--- config.mk ---
export PLATFORM = sky130hd
export DESIGN_NAME = scalar_kalman_filter_core_flat
export DESIGN_NICKNAME = d
export VERILOG_FILES = /design/src/design/skf_pkg.sv /design/src/design/skf_sample_if.sv /design/src/design/skf_result_if.sv /design/src/design/skf_cfg_if.sv /design/src/design/scalar_kalman_filter_core.sv /design/src/design/skf_sequencer.sv /design/src/design/skf_datapath.sv /design/src/flat_wrapper.sv
export SDC_FILE = /design/constraint.sdc
export NUM_CORES = 2
export LEC_CHECK = 0
export BUFFER_PORTS_ARGS = -buffer_cell sky130_fd_sc_hd__buf_2
export CAP_MARGIN = 20
export CORE_UTILIZATION = 30
export DETAILED_ROUTE_END_ITERATION = 10
export GPL_TIMING_DRIVEN = 0
export PLACE_DENSITY = 0.54
export SLEW_MARGIN = 15
export SYNTH_ARGS = -nofsm -noshare
export SYNTH_HDL_FRONTEND = slang
export SYNTH_SLANG_ARGS = --single-unit
--- constraint.sdc ---
create_clock -name clk -period 15.3 [get_ports clk]
set_clock_uncertainty 0.05 [all_clocks]
set_input_delay 4.59 -clock clk [delete_from_list [all_inputs] [get_ports clk]]
set_output_delay 4.59 -clock clk [all_outputs]
set_load 0.01 [all_outputs]
--- src/design/skf_pkg.sv ---
`timescale 1ns / 1ps

package skf_pkg;

	localparam int unsigned DATA_W   = 32;
	localparam int unsigned GAIN_W   = 17;
	localparam int unsigned CFG_IDX_W = 1;
	localparam int unsigned STEP_W   = 3;
	localparam int unsigned CNT_W    = 4;

	localparam logic [CFG_IDX_W-1:0] REG_PROCESS_NOISE     = 1'd0;
	localparam logic [CFG_IDX_W-1:0] REG_MEASUREMENT_NOISE = 1'd1;

	localparam logic [DATA_W-1:0] PROCESS_NOISE_RST     = 32'd1310720;
	localparam logic [DATA_W-1:0] MEASUREMENT_NOISE_RST = 32'd13107200;

	// Gain of one in Q1.16.
	localparam logic [GAIN_W-1:0] GAIN_ONE = 17'h10000;

	// The first divide step settles the integer quotient bit; the loop then
	// produces the sixteen fraction bits.
	localparam logic [CNT_W-1:0] DIV_LAST = 4'd15;

	typedef logic [STEP_W-1:0] step_t;

	localparam step_t STEP_IDLE    = 3'd0;
	localparam step_t STEP_DIV     = 3'd4;
	localparam step_t STEP_MUL_EST = 3'd5;

	typedef enum logic [2:0] {
		OP_NOP,
		OP_LOAD,
		OP_DEN,
		OP_DIV0,
		OP_DIV,
		OP_MUL_EST,
		OP_MUL_VAR,
		OP_OUT
	} op_t;

	typedef enum logic [2:0] {
		COND_NONE,
		COND_WAIT_IN,
		COND_WAIT_OUT,
		COND_DEN_ZERO,
		COND_DIV_MORE
	} cond_t;

	typedef struct packed {
		op_t   op;
		cond_t cond;
		step_t target;
	} uword_t;

	typedef struct packed {
		logic in_valid;
		logic out_free;
		logic den_zero;
	} status_t;

	typedef struct packed {
		op_t  op;
		logic in_ready;
	} ctrl_t;

	// Microprogram. A step without a jump falls through to the next one; the
	// last step wraps around to the idle step.
	function automatic uword_t ucode(input step_t step);
		uword_t w;
		w = '{op: OP_NOP, cond: COND_NONE, target: STEP_IDLE};
		case (step)
			3'd0: w = '{op: OP_LOAD,    cond: COND_WAIT_IN,  target: STEP_IDLE};
			3'd1: w = '{op: OP_DEN,     cond: COND_NONE,     target: STEP_IDLE};
			3'd2: w = '{op: OP_NOP,     cond: COND_DEN_ZERO, target: STEP_MUL_EST};
			3'd3: w = '{op: OP_DIV0,    cond: COND_NONE,     target: STEP_IDLE};
			3'd4: w = '{op: OP_DIV,     cond: COND_DIV_MORE, target: STEP_DIV};
			3'd5: w = '{op: OP_MUL_EST, cond: COND_NONE,     target: STEP_IDLE};
			3'd6: w = '{op: OP_MUL_VAR, cond: COND_NONE,     target: STEP_IDLE};
			3'd7: w = '{op: OP_OUT,     cond: COND_WAIT_OUT, target: STEP_IDLE};
			default: w = '{op: OP_NOP, cond: COND_NONE, target: STEP_IDLE};
		endcase
		return w;
	endfunction

endpackage

--- src/design/skf_sample_if.sv ---
`timescale 1ns / 1ps

interface skf_sample_if;
	logic                               valid;
	logic                               ready;
	logic signed [skf_pkg::DATA_W-1:0]  sample;

	modport source (output valid, output sample, input ready);
	modport sink (input valid, input sample, output ready);
endinterface

--- src/design/skf_result_if.sv ---
`timescale 1ns / 1ps

interface skf_result_if;
	logic                               valid;
	logic                               ready;
	logic signed [skf_pkg::DATA_W-1:0]  estimate;
	logic [skf_pkg::GAIN_W-1:0]         gain;

	modport source (output valid, output estimate, output gain, input ready);
	modport sink (input valid, input estimate, input gain, output ready);
endinterface

--- src/design/skf_cfg_if.sv ---
`timescale 1ns / 1ps

interface skf_cfg_if;
	logic                               valid;
	logic                               ready;
	logic [skf_pkg::CFG_IDX_W-1:0]      index;
	logic [skf_pkg::DATA_W-1:0]         data;

	modport source (output valid, output index, output data, input ready);
	modport sink (input valid, input index, input data, output ready);
endinterface

--- src/design/scalar_kalman_filter_core.sv ---
`timescale 1ns / 1ps

// One-dimensional Kalman filter on signed Q16.16 sensor samples.
// samples: one sample per transfer. results: the new estimate (signed Q16.16)
// and the gain used for it (Q1.16, 65536 is one), one per sample, in order.
// cfg: register 0 is the process noise Q, register 1 the measurement noise R,
// both unsigned Q16.16; always ready, write only while no sample is in work.
// A microcoded sequencer steps a shared datapath: one predict step, one
// denominator step, a bit-per-cycle restoring divide of 17 steps for the
// gain, and two passes through one 18 x 33 multiplier. A sample is taken
// only while the sequencer sits in its idle step; its result is loaded into
// the output register in the last step (the divide is skipped when P + R is zero),
// and the next sample can be taken in the following cycle.
// The output register holds one result. If the receiver stalls, the next
// sample is still taken and worked up to its last step, which then waits
// until the held result has been transferred.
// Reset clears the estimate and the variance to zero and loads Q = 20.0 and
// R = 200.0; the output register comes up empty.
module scalar_kalman_filter_core (
	input  logic              clk,
	input  logic              arst_n,
	skf_sample_if.sink        samples,
	skf_result_if.source      results,
	skf_cfg_if.sink           cfg
);

	logic [skf_pkg::DATA_W-1:0]         process_noise_q;
	logic [skf_pkg::DATA_W-1:0]         measurement_noise_q;
	logic                               out_valid_q;
	logic signed [skf_pkg::DATA_W-1:0]  out_estimate_q;
	logic [skf_pkg::GAIN_W-1:0]         out_gain_q;

	skf_pkg::status_t                   status;
	skf_pkg::ctrl_t                     ctrl;
	logic signed [skf_pkg::DATA_W-1:0]  estimate;
	logic [skf_pkg::GAIN_W-1:0]         gain;
	logic                               den_zero;

	assign cfg.ready = 1'b1;

	always_ff @(posedge clk or negedge arst_n) begin
		if (!arst_n) begin
			process_noise_q     <= skf_pkg::PROCESS_NOISE_RST;
			measurement_noise_q <= skf_pkg::MEASUREMENT_NOISE_RST;
		end else if (cfg.valid) begin
			case (cfg.index)
				skf_pkg::REG_PROCESS_NOISE:     process_noise_q     <= cfg.data;
				skf_pkg::REG_MEASUREMENT_NOISE: measurement_noise_q <= cfg.data;
				default: begin
				end
			endcase
		end
	end

	assign status.in_valid = samples.valid;
	assign status.out_free = !out_valid_q || results.ready;
	assign status.den_zero = den_zero;

	skf_sequencer u_seq (
		.clk    (clk),
		.arst_n (arst_n),
		.status (status),
		.ctrl   (ctrl)
	);

	skf_datapath u_dp (
		.clk               (clk),
		.arst_n            (arst_n),
		.op                (ctrl.op),
		.sample            (samples.sample),
		.process_noise     (process_noise_q),
		.measurement_noise (measurement_noise_q),
		.estimate          (estimate),
		.gain              (gain),
		.den_zero          (den_zero)
	);

	assign samples.ready = ctrl.in_ready;

	always_ff @(posedge clk or negedge arst_n) begin
		if (!arst_n) begin
			out_valid_q <= 1'b0;
		end else if (ctrl.op == skf_pkg::OP_OUT) begin
			out_valid_q <= 1'b1;
		end else if (results.ready) begin
			out_valid_q <= 1'b0;
		end
	end

	always_ff @(posedge clk) begin
		if (ctrl.op == skf_pkg::OP_OUT) begin
			out_estimate_q <= estimate;
			out_gain_q     <= gain;
		end
	end

	assign results.valid    = out_valid_q;
	assign results.estimate = out_estimate_q;
	assign results.gain     = out_gain_q;

	a_accept_leaves_idle: assert property (@(posedge clk) disable iff (!arst_n)
		samples.valid && samples.ready |=> !samples.ready)
		else $error("sequencer stayed idle after a sample transfer");

	a_load_only_when_free: assert property (@(posedge clk) disable iff (!arst_n)
		ctrl.op == skf_pkg::OP_OUT |-> (!out_valid_q || results.ready))
		else $error("result loaded over one not yet transferred");

	a_gain_range: assert property (@(posedge clk) disable iff (!arst_n)
		results.valid |-> results.gain <= skf_pkg::GAIN_ONE)
		else $error("gain above one");

	a_zero_den_zero_gain: assert property (@(posedge clk) disable iff (!arst_n)
		ctrl.op == skf_pkg::OP_OUT && den_zero |-> gain == '0)
		else $error("nonzero gain with a zero denominator");

endmodule

--- src/design/skf_sequencer.sv ---
`timescale 1ns / 1ps

module skf_sequencer (
	input  logic              clk,
	input  logic              arst_n,
	input  skf_pkg::status_t  status,
	output skf_pkg::ctrl_t    ctrl
);

	skf_pkg::step_t                step_q;
	skf_pkg::step_t                step_d;
	logic [skf_pkg::CNT_W-1:0]     cnt_q;
	skf_pkg::uword_t               uw;
	logic                          stall;
	logic                          jump;

	assign uw = skf_pkg::ucode(step_q);

	always_comb begin
		stall = ((uw.cond == skf_pkg::COND_WAIT_IN) && !status.in_valid) ||
			((uw.cond == skf_pkg::COND_WAIT_OUT) && !status.out_free);
		jump = ((uw.cond == skf_pkg::COND_DEN_ZERO) && status.den_zero) ||
			((uw.cond == skf_pkg::COND_DIV_MORE) && (cnt_q != skf_pkg::DIV_LAST));
		if (stall) begin
			step_d = step_q;
		end else if (jump) begin
			step_d = uw.target;
		end else begin
			step_d = step_q + 1'b1;
		end
	end

	always_comb begin
		ctrl.op       = stall ? skf_pkg::OP_NOP : uw.op;
		ctrl.in_ready = (step_q == skf_pkg::STEP_IDLE);
	end

	always_ff @(posedge clk or negedge arst_n) begin
		if (!arst_n) begin
			step_q <= skf_pkg::STEP_IDLE;
			cnt_q  <= '0;
		end else begin
			step_q <= step_d;
			if (ctrl.op == skf_pkg::OP_DEN) begin
				cnt_q <= '0;
			end else if (ctrl.op == skf_pkg::OP_DIV) begin
				cnt_q <= cnt_q + 1'b1;
			end
		end
	end

endmodule

--- src/design/skf_datapath.sv ---
`timescale 1ns / 1ps

module skf_datapath (
	input  logic                               clk,
	input  logic                               arst_n,
	input  skf_pkg::op_t                       op,
	input  logic signed [skf_pkg::DATA_W-1:0]  sample,
	input  logic [skf_pkg::DATA_W-1:0]         process_noise,
	input  logic [skf_pkg::DATA_W-1:0]         measurement_noise,
	output logic signed [skf_pkg::DATA_W-1:0]  estimate,
	output logic [skf_pkg::GAIN_W-1:0]         gain,
	output logic                               den_zero
);

	localparam int unsigned W = skf_pkg::DATA_W;

	logic signed [W-1:0]   est_q;
	logic [W-1:0]          var_q;
	logic [W-1:0]          pred_q;
	logic signed [W:0]     innov_q;
	logic [W:0]            den_q;
	logic [W+1:0]          rem_q;
	logic [skf_pkg::GAIN_W-1:0] gain_q;
	logic signed [W+18:0]  prod_q;

	logic [W:0]            pred_sum;
	logic [W+1:0]          rem_sh;
	logic [W+2:0]          trial;
	logic                  qbit;
	logic signed [17:0]    mul_a;
	logic signed [W:0]     mul_b;
	logic signed [W+18:0]  mul_p;

	assign pred_sum = {1'b0, var_q} + {1'b0, process_noise};

	// Restoring divide: the first step compares without a shift.
	assign rem_sh = (op == skf_pkg::OP_DIV) ? {rem_q[W:0], 1'b0} : rem_q;
	assign trial  = {1'b0, rem_sh} - {2'b00, den_q};
	assign qbit   = !trial[W+2];

	always_comb begin
		if (op == skf_pkg::OP_MUL_VAR) begin
			mul_a = 18'(skf_pkg::GAIN_ONE) - {1'b0, gain_q};
			mul_b = {1'b0, pred_q};
		end else begin
			mul_a = {1'b0, gain_q};
			mul_b = innov_q;
		end
	end

	assign mul_p = mul_a * mul_b;

	always_ff @(posedge clk or negedge arst_n) begin
		if (!arst_n) begin
			est_q <= '0;
			var_q <= '0;
		end else begin
			// The corrected estimate always fits 32 bits, so the low word of
			// the floored correction is enough.
			if (op == skf_pkg::OP_MUL_VAR) begin
				est_q <= est_q + prod_q[W+15:16];
			end
			if (op == skf_pkg::OP_OUT) begin
				var_q <= prod_q[W+15:16];
			end
		end
	end

	always_ff @(posedge clk) begin
		case (op)
			skf_pkg::OP_LOAD: begin
				pred_q  <= pred_sum[W] ? '1 : pred_sum[W-1:0];
				innov_q <= {sample[W-1], sample} - {est_q[W-1], est_q};
			end
			skf_pkg::OP_DEN: begin
				den_q  <= {1'b0, pred_q} + {1'b0, measurement_noise};
				rem_q  <= {2'b00, pred_q};
				gain_q <= '0;
			end
			skf_pkg::OP_DIV0, skf_pkg::OP_DIV: begin
				rem_q  <= qbit ? trial[W+1:0] : rem_sh;
				gain_q <= {gain_q[skf_pkg::GAIN_W-2:0], qbit};
			end
			skf_pkg::OP_MUL_EST, skf_pkg::OP_MUL_VAR: begin
				prod_q <= mul_p;
			end
			default: begin
			end
		endcase
	end

	assign estimate = est_q;
	assign gain     = gain_q;
	assign den_zero = (den_q == '0);

endmodule
--- src/flat_wrapper.sv ---
// flat-port wrapper written by rule: the top's interface ports become plain ports
module scalar_kalman_filter_core_flat 
  (clk, arst_n, samples_valid, samples_sample, samples_ready, results_valid, results_estimate, results_gain, results_ready, cfg_valid, cfg_index, cfg_data, cfg_ready);
  skf_sample_if samples_i ();
  skf_result_if results_i ();
  skf_cfg_if cfg_i ();
  input  logic clk;
  input  logic arst_n;
  input wire logic [$bits(samples_i.valid)-1:0] samples_valid;
  input wire logic [$bits(samples_i.sample)-1:0] samples_sample;
  output wire logic [$bits(samples_i.ready)-1:0] samples_ready;
  output wire logic [$bits(results_i.valid)-1:0] results_valid;
  output wire logic [$bits(results_i.estimate)-1:0] results_estimate;
  output wire logic [$bits(results_i.gain)-1:0] results_gain;
  input wire logic [$bits(results_i.ready)-1:0] results_ready;
  input wire logic [$bits(cfg_i.valid)-1:0] cfg_valid;
  input wire logic [$bits(cfg_i.index)-1:0] cfg_index;
  input wire logic [$bits(cfg_i.data)-1:0] cfg_data;
  output wire logic [$bits(cfg_i.ready)-1:0] cfg_ready;
  assign samples_i.valid = samples_valid;
  assign samples_i.sample = samples_sample;
  assign samples_ready = samples_i.ready;
  assign results_valid = results_i.valid;
  assign results_estimate = results_i.estimate;
  assign results_gain = results_i.gain;
  assign results_i.ready = results_ready;
  assign cfg_i.valid = cfg_valid;
  assign cfg_i.index = cfg_index;
  assign cfg_i.data = cfg_data;
  assign cfg_ready = cfg_i.ready;
  scalar_kalman_filter_core u_core (.clk(clk), .arst_n(arst_n), .samples(samples_i), .results(results_i), .cfg(cfg_i));
endmodule
==> results by group <==
Timing
  – Worst-Margin Slew: 1197 ps
  – FMAX: 68.32 MHz
  – Final worst slack: 664.0 ps
  – Min Tclk post-route: 14640 ps
  – Finish-stage setup viols: 0
  – Slew HR: 19.63%
  – RSZ-0062 raised after global routing: false
  – Tcrit/Tclk final: 95.66%
  – Fin. Hold Viols: 0
  – Fin. max-slew vios: 0

Synthesis
  – Post-Synth Simple-Gate Area: 14.95%
  – Post-Syn Nets: 5316
  – Ys async rst share: 37.16%
  – Sequential share of the synthesized area: 25.15%
  – Unique masters post-synth: 88
  – Largest family of logic cells by synthesized area: adder cells
  – Synth Area in Adders: 35.41%
  – FF+latch count, synth: 366
  – Yosys warns: 0
  – Top_reg_cell synth: edfxtp_1
  – EDFF count, synth: 230
  – Compound-Gate Fraction of Synth Area: 9.415%
  – Synthesized cell area: 0.04102 mm²
  – Mapped Cells: 4415
  – Post-synthesis mux area share: 2.690%
  – Synth Area in XOR/XNOR: 4.374%
  – Mean Syn Cell Area: 9.292 µm²

Clock network
  – Hold-fix buffers, CTS: 0
  – Sink Count: 366
  – Post-CTS setup buffers: 0
  – CTS H-tree lvls: 2
  – Clk_lat worst skew: 620 ps
  – TritonCTS buffer count: 45
  – Max clock buf depth: 3
  – CTS tree: done
  – Root buf cell: clkbuf_16
  – # resized after CTS: 0
  – Clock-pin slew of the registers on the worst-case setup and hold paths: 60 ps

Place
  – Port bufs: 120
  – Place WS: -7.148 ps
  – Post-DP HPWL: 116200 µm
  – Placed insts: 6344
  – Global placement routability congestion: 0.9685
  – Placed cell areas: 0.04417 mm²

Run status
  – Status: finished clean

Die
  – Die ar.: 0.1382 mm²
  – Die width: 371.8 µm
  – Chip height: 371.8 µm
  – Initial Util: 30.24%
  – # IOs: 122
  – Core area: 0.1356 mm²
  – Rows: 135

Worst setup path
  – Worst path most repeated cell: fa_1
  – Critical path endpoint: u_core.u_dp.prod_q[46]
  – Reg2reg setup slack: 3460 ps
  – Reg2reg end: u_core.u_dp.prod_q[46]
  – R2R cell count: 33
  – CP arrival: 14910 ps
  – Reg2reg start: u_core.u_seq.step_q[0]
  – Worst path slowest cell: clkbuf_1
  – Critical path type: in -> reg
  – Crit path launch: results_ready
  – Worst-path fanout max: 10
  – Crit path largest cell delay: 810 ps
  – Worst Setup Start Kind: input port
  – Required time at the worst-slack endpoint: 15570 ps
  – Worst Setup End Kind: flop

Global route
  – Largest net degree at the start of global routing: 71
  – Number of global-route vias before repair: 31853
  – Total GRT Usage: 20.28%
  – First-pass GRT wire length: 205700 µm
  – Initial antenna violation count: 9
  – GRT overflow: 0

Cells and area
  – Sequential cell area: 0.01032 mm²
  – Most common cell after layout, fill and taps aside: nand2_1
  – Post-layout net count: 5517
  – Most frequent cells in the layout: nand2_1 (789), inv_1 (723), fa_1 (550)
  – Final instance area: 0.04580 mm²
  – Multi-input logic area: 0.02747 mm²
  – Layout cells sized above 1: 7.629%
  – Layout fillers: 14066
  – Post-route insts no fill: 6436
  – Final Util: 33.77%
  – Area Growth Syn to Fin: 11.64%

Drt
  – WL/cell: 21.59 µm
  – Via count: 31841
  – 1st-pass router iterations: 6
  – Vias per inst: 4.947
  – Drt initial violations: 2670
  – Total wire length: 138900 µm
  – Drt drc: 0
  – Routed Antenna Nets: 0

Run
  – Max cap viols: 0

Min path
  – Worst hold path class: reg -> reg
==> critical path: cells and delay by family <==
family / cells / cell delay, ps
adder cells (fa/ha/maj): 7 / 3390
buffers and inverters: 10 / 2640
AO/OA/AOI/OAI: 7 / 2260
AND/OR/NAND/NOR: 6 / 1390
XOR/XNOR: 1 / 590
==> kinds of logic (layout without fill, tap and decap cells) <==
group | Yosys count | in the layout
AND/OR/NAND/NOR | 1443 | 1443
buffers and inverters | 865 | 1103
adder cells (fa/ha/maj) | 831 | 831
AO/OA/AOI/OAI | 603 | 603
flip-flops | 366 | 366
XOR/XNOR | 204 | 204
multiplexers | 102 | 102
other | 1 | 3
==> per-layer routing <==
metal  routed length (µm)  vias up  part of all wire, %  track usage, %
met3                12620      224                  9.1           4.482
met5                   12        -               0.0086               0
met4                 6402        2                  4.6           8.354
met1                61270    15792                   44           28.40
li1                     -    14579                    -               -
met2                58630     1244                   42           30.08
==> cell type report <==
| class | count | share of cell area, % |
|---|---|---|
| Inverter | 723 | 5.926 |
| Tap cell | 1781 | 4.866 |
| Antenna cell | 2 | 0.01093 |
| Buffer | 142 | 1.249 |
| Clock buffer | 66 | 2.833 |
| Timing Repair Buffer | 154 | 2.049 |
| Sequential cell | 366 | 22.53 |
| Clock inverter | 18 | 0.5683 |
| Multi-Input combinational cell | 3184 | 59.97 |
==> metrics by stage <==
| stage | hold WS (ps) | TNS (ps) |
|---|---|---|
| after floorplan | 374.4 | 0 |
| after global routing | 453.3 | 0 |
| final | 421.6 | 0 |
| after detailed placement | 391.7 | -7.148 |
| after CTS | 429.5 | 0 |
| after global placement | 401.5 | -61790 |
==> how the worst min path moves through the flow <==
stage | startpoint | to | slack (ps) | cells past startpoint
2_1_floorplan | u_core.u_dp.gain[13] | u_core.results.gain[13] | 370 | 0
3_3_place_gp | u_core.u_dp.estimate[31] | u_core.results.estimate[31] | 400 | 0
3_5_place_dp | u_core.u_dp.estimate[31] | u_core.results.estimate[31] | 390 | 0
4_1_cts | u_core.u_dp.estimate[31] | u_core.results.estimate[31] | 430 | 0
5_1_grt | u_core.u_dp.estimate[31] | u_core.results.estimate[31] | 450 | 0
6_report | u_core.u_dp.estimate[31] | u_core.results.estimate[31] | 420 | 0
==> sequential cells by signal, summed over array words and instances (netlist names) <==
register,count
u_core.u_seq.step_q,3
u_core.results.valid,1
u_core.u_dp.prod_q,32
u_core.u_dp.gain,17
u_core.u_dp.den_q,33
u_core.u_dp.pred_q,32
u_core.results.gain,17
u_core.u_dp.rem_q,34
u_core.process_noise_q,32
u_core.u_dp.innov_q,33
u_core.measurement_noise_q,32
u_core.u_seq.cnt_q,4
u_core.results.estimate,32
u_core.u_dp.estimate,32
u_core.u_dp.var_q,32
==> synth_stat cells (all sizes together), types with 31 or more instances <==
cell,number,share of area (%)
o21a,44,0.81
inv,723,6.6
nor2,353,3.2
a21o,62,1.1
fa,550,27
xnor2,132,2.8
mux2i,36,0.88
xor2,72,1.5
and3,31,0.47
ha,281,8.6
nand2b,37,0.56
o21ai,130,1.6
mux2,66,1.8
and2,40,0.61
nand2,789,7.2
dfrtp,131,8.0
a21oi,213,2.6
clkbuf,114,1.0
nand3,43,0.52
edfxtp,230,17
nor3,43,0.55
Power is not shown: default switching activity piles up to over one toggle a cycle in this logic, so the estimate is an artifact.
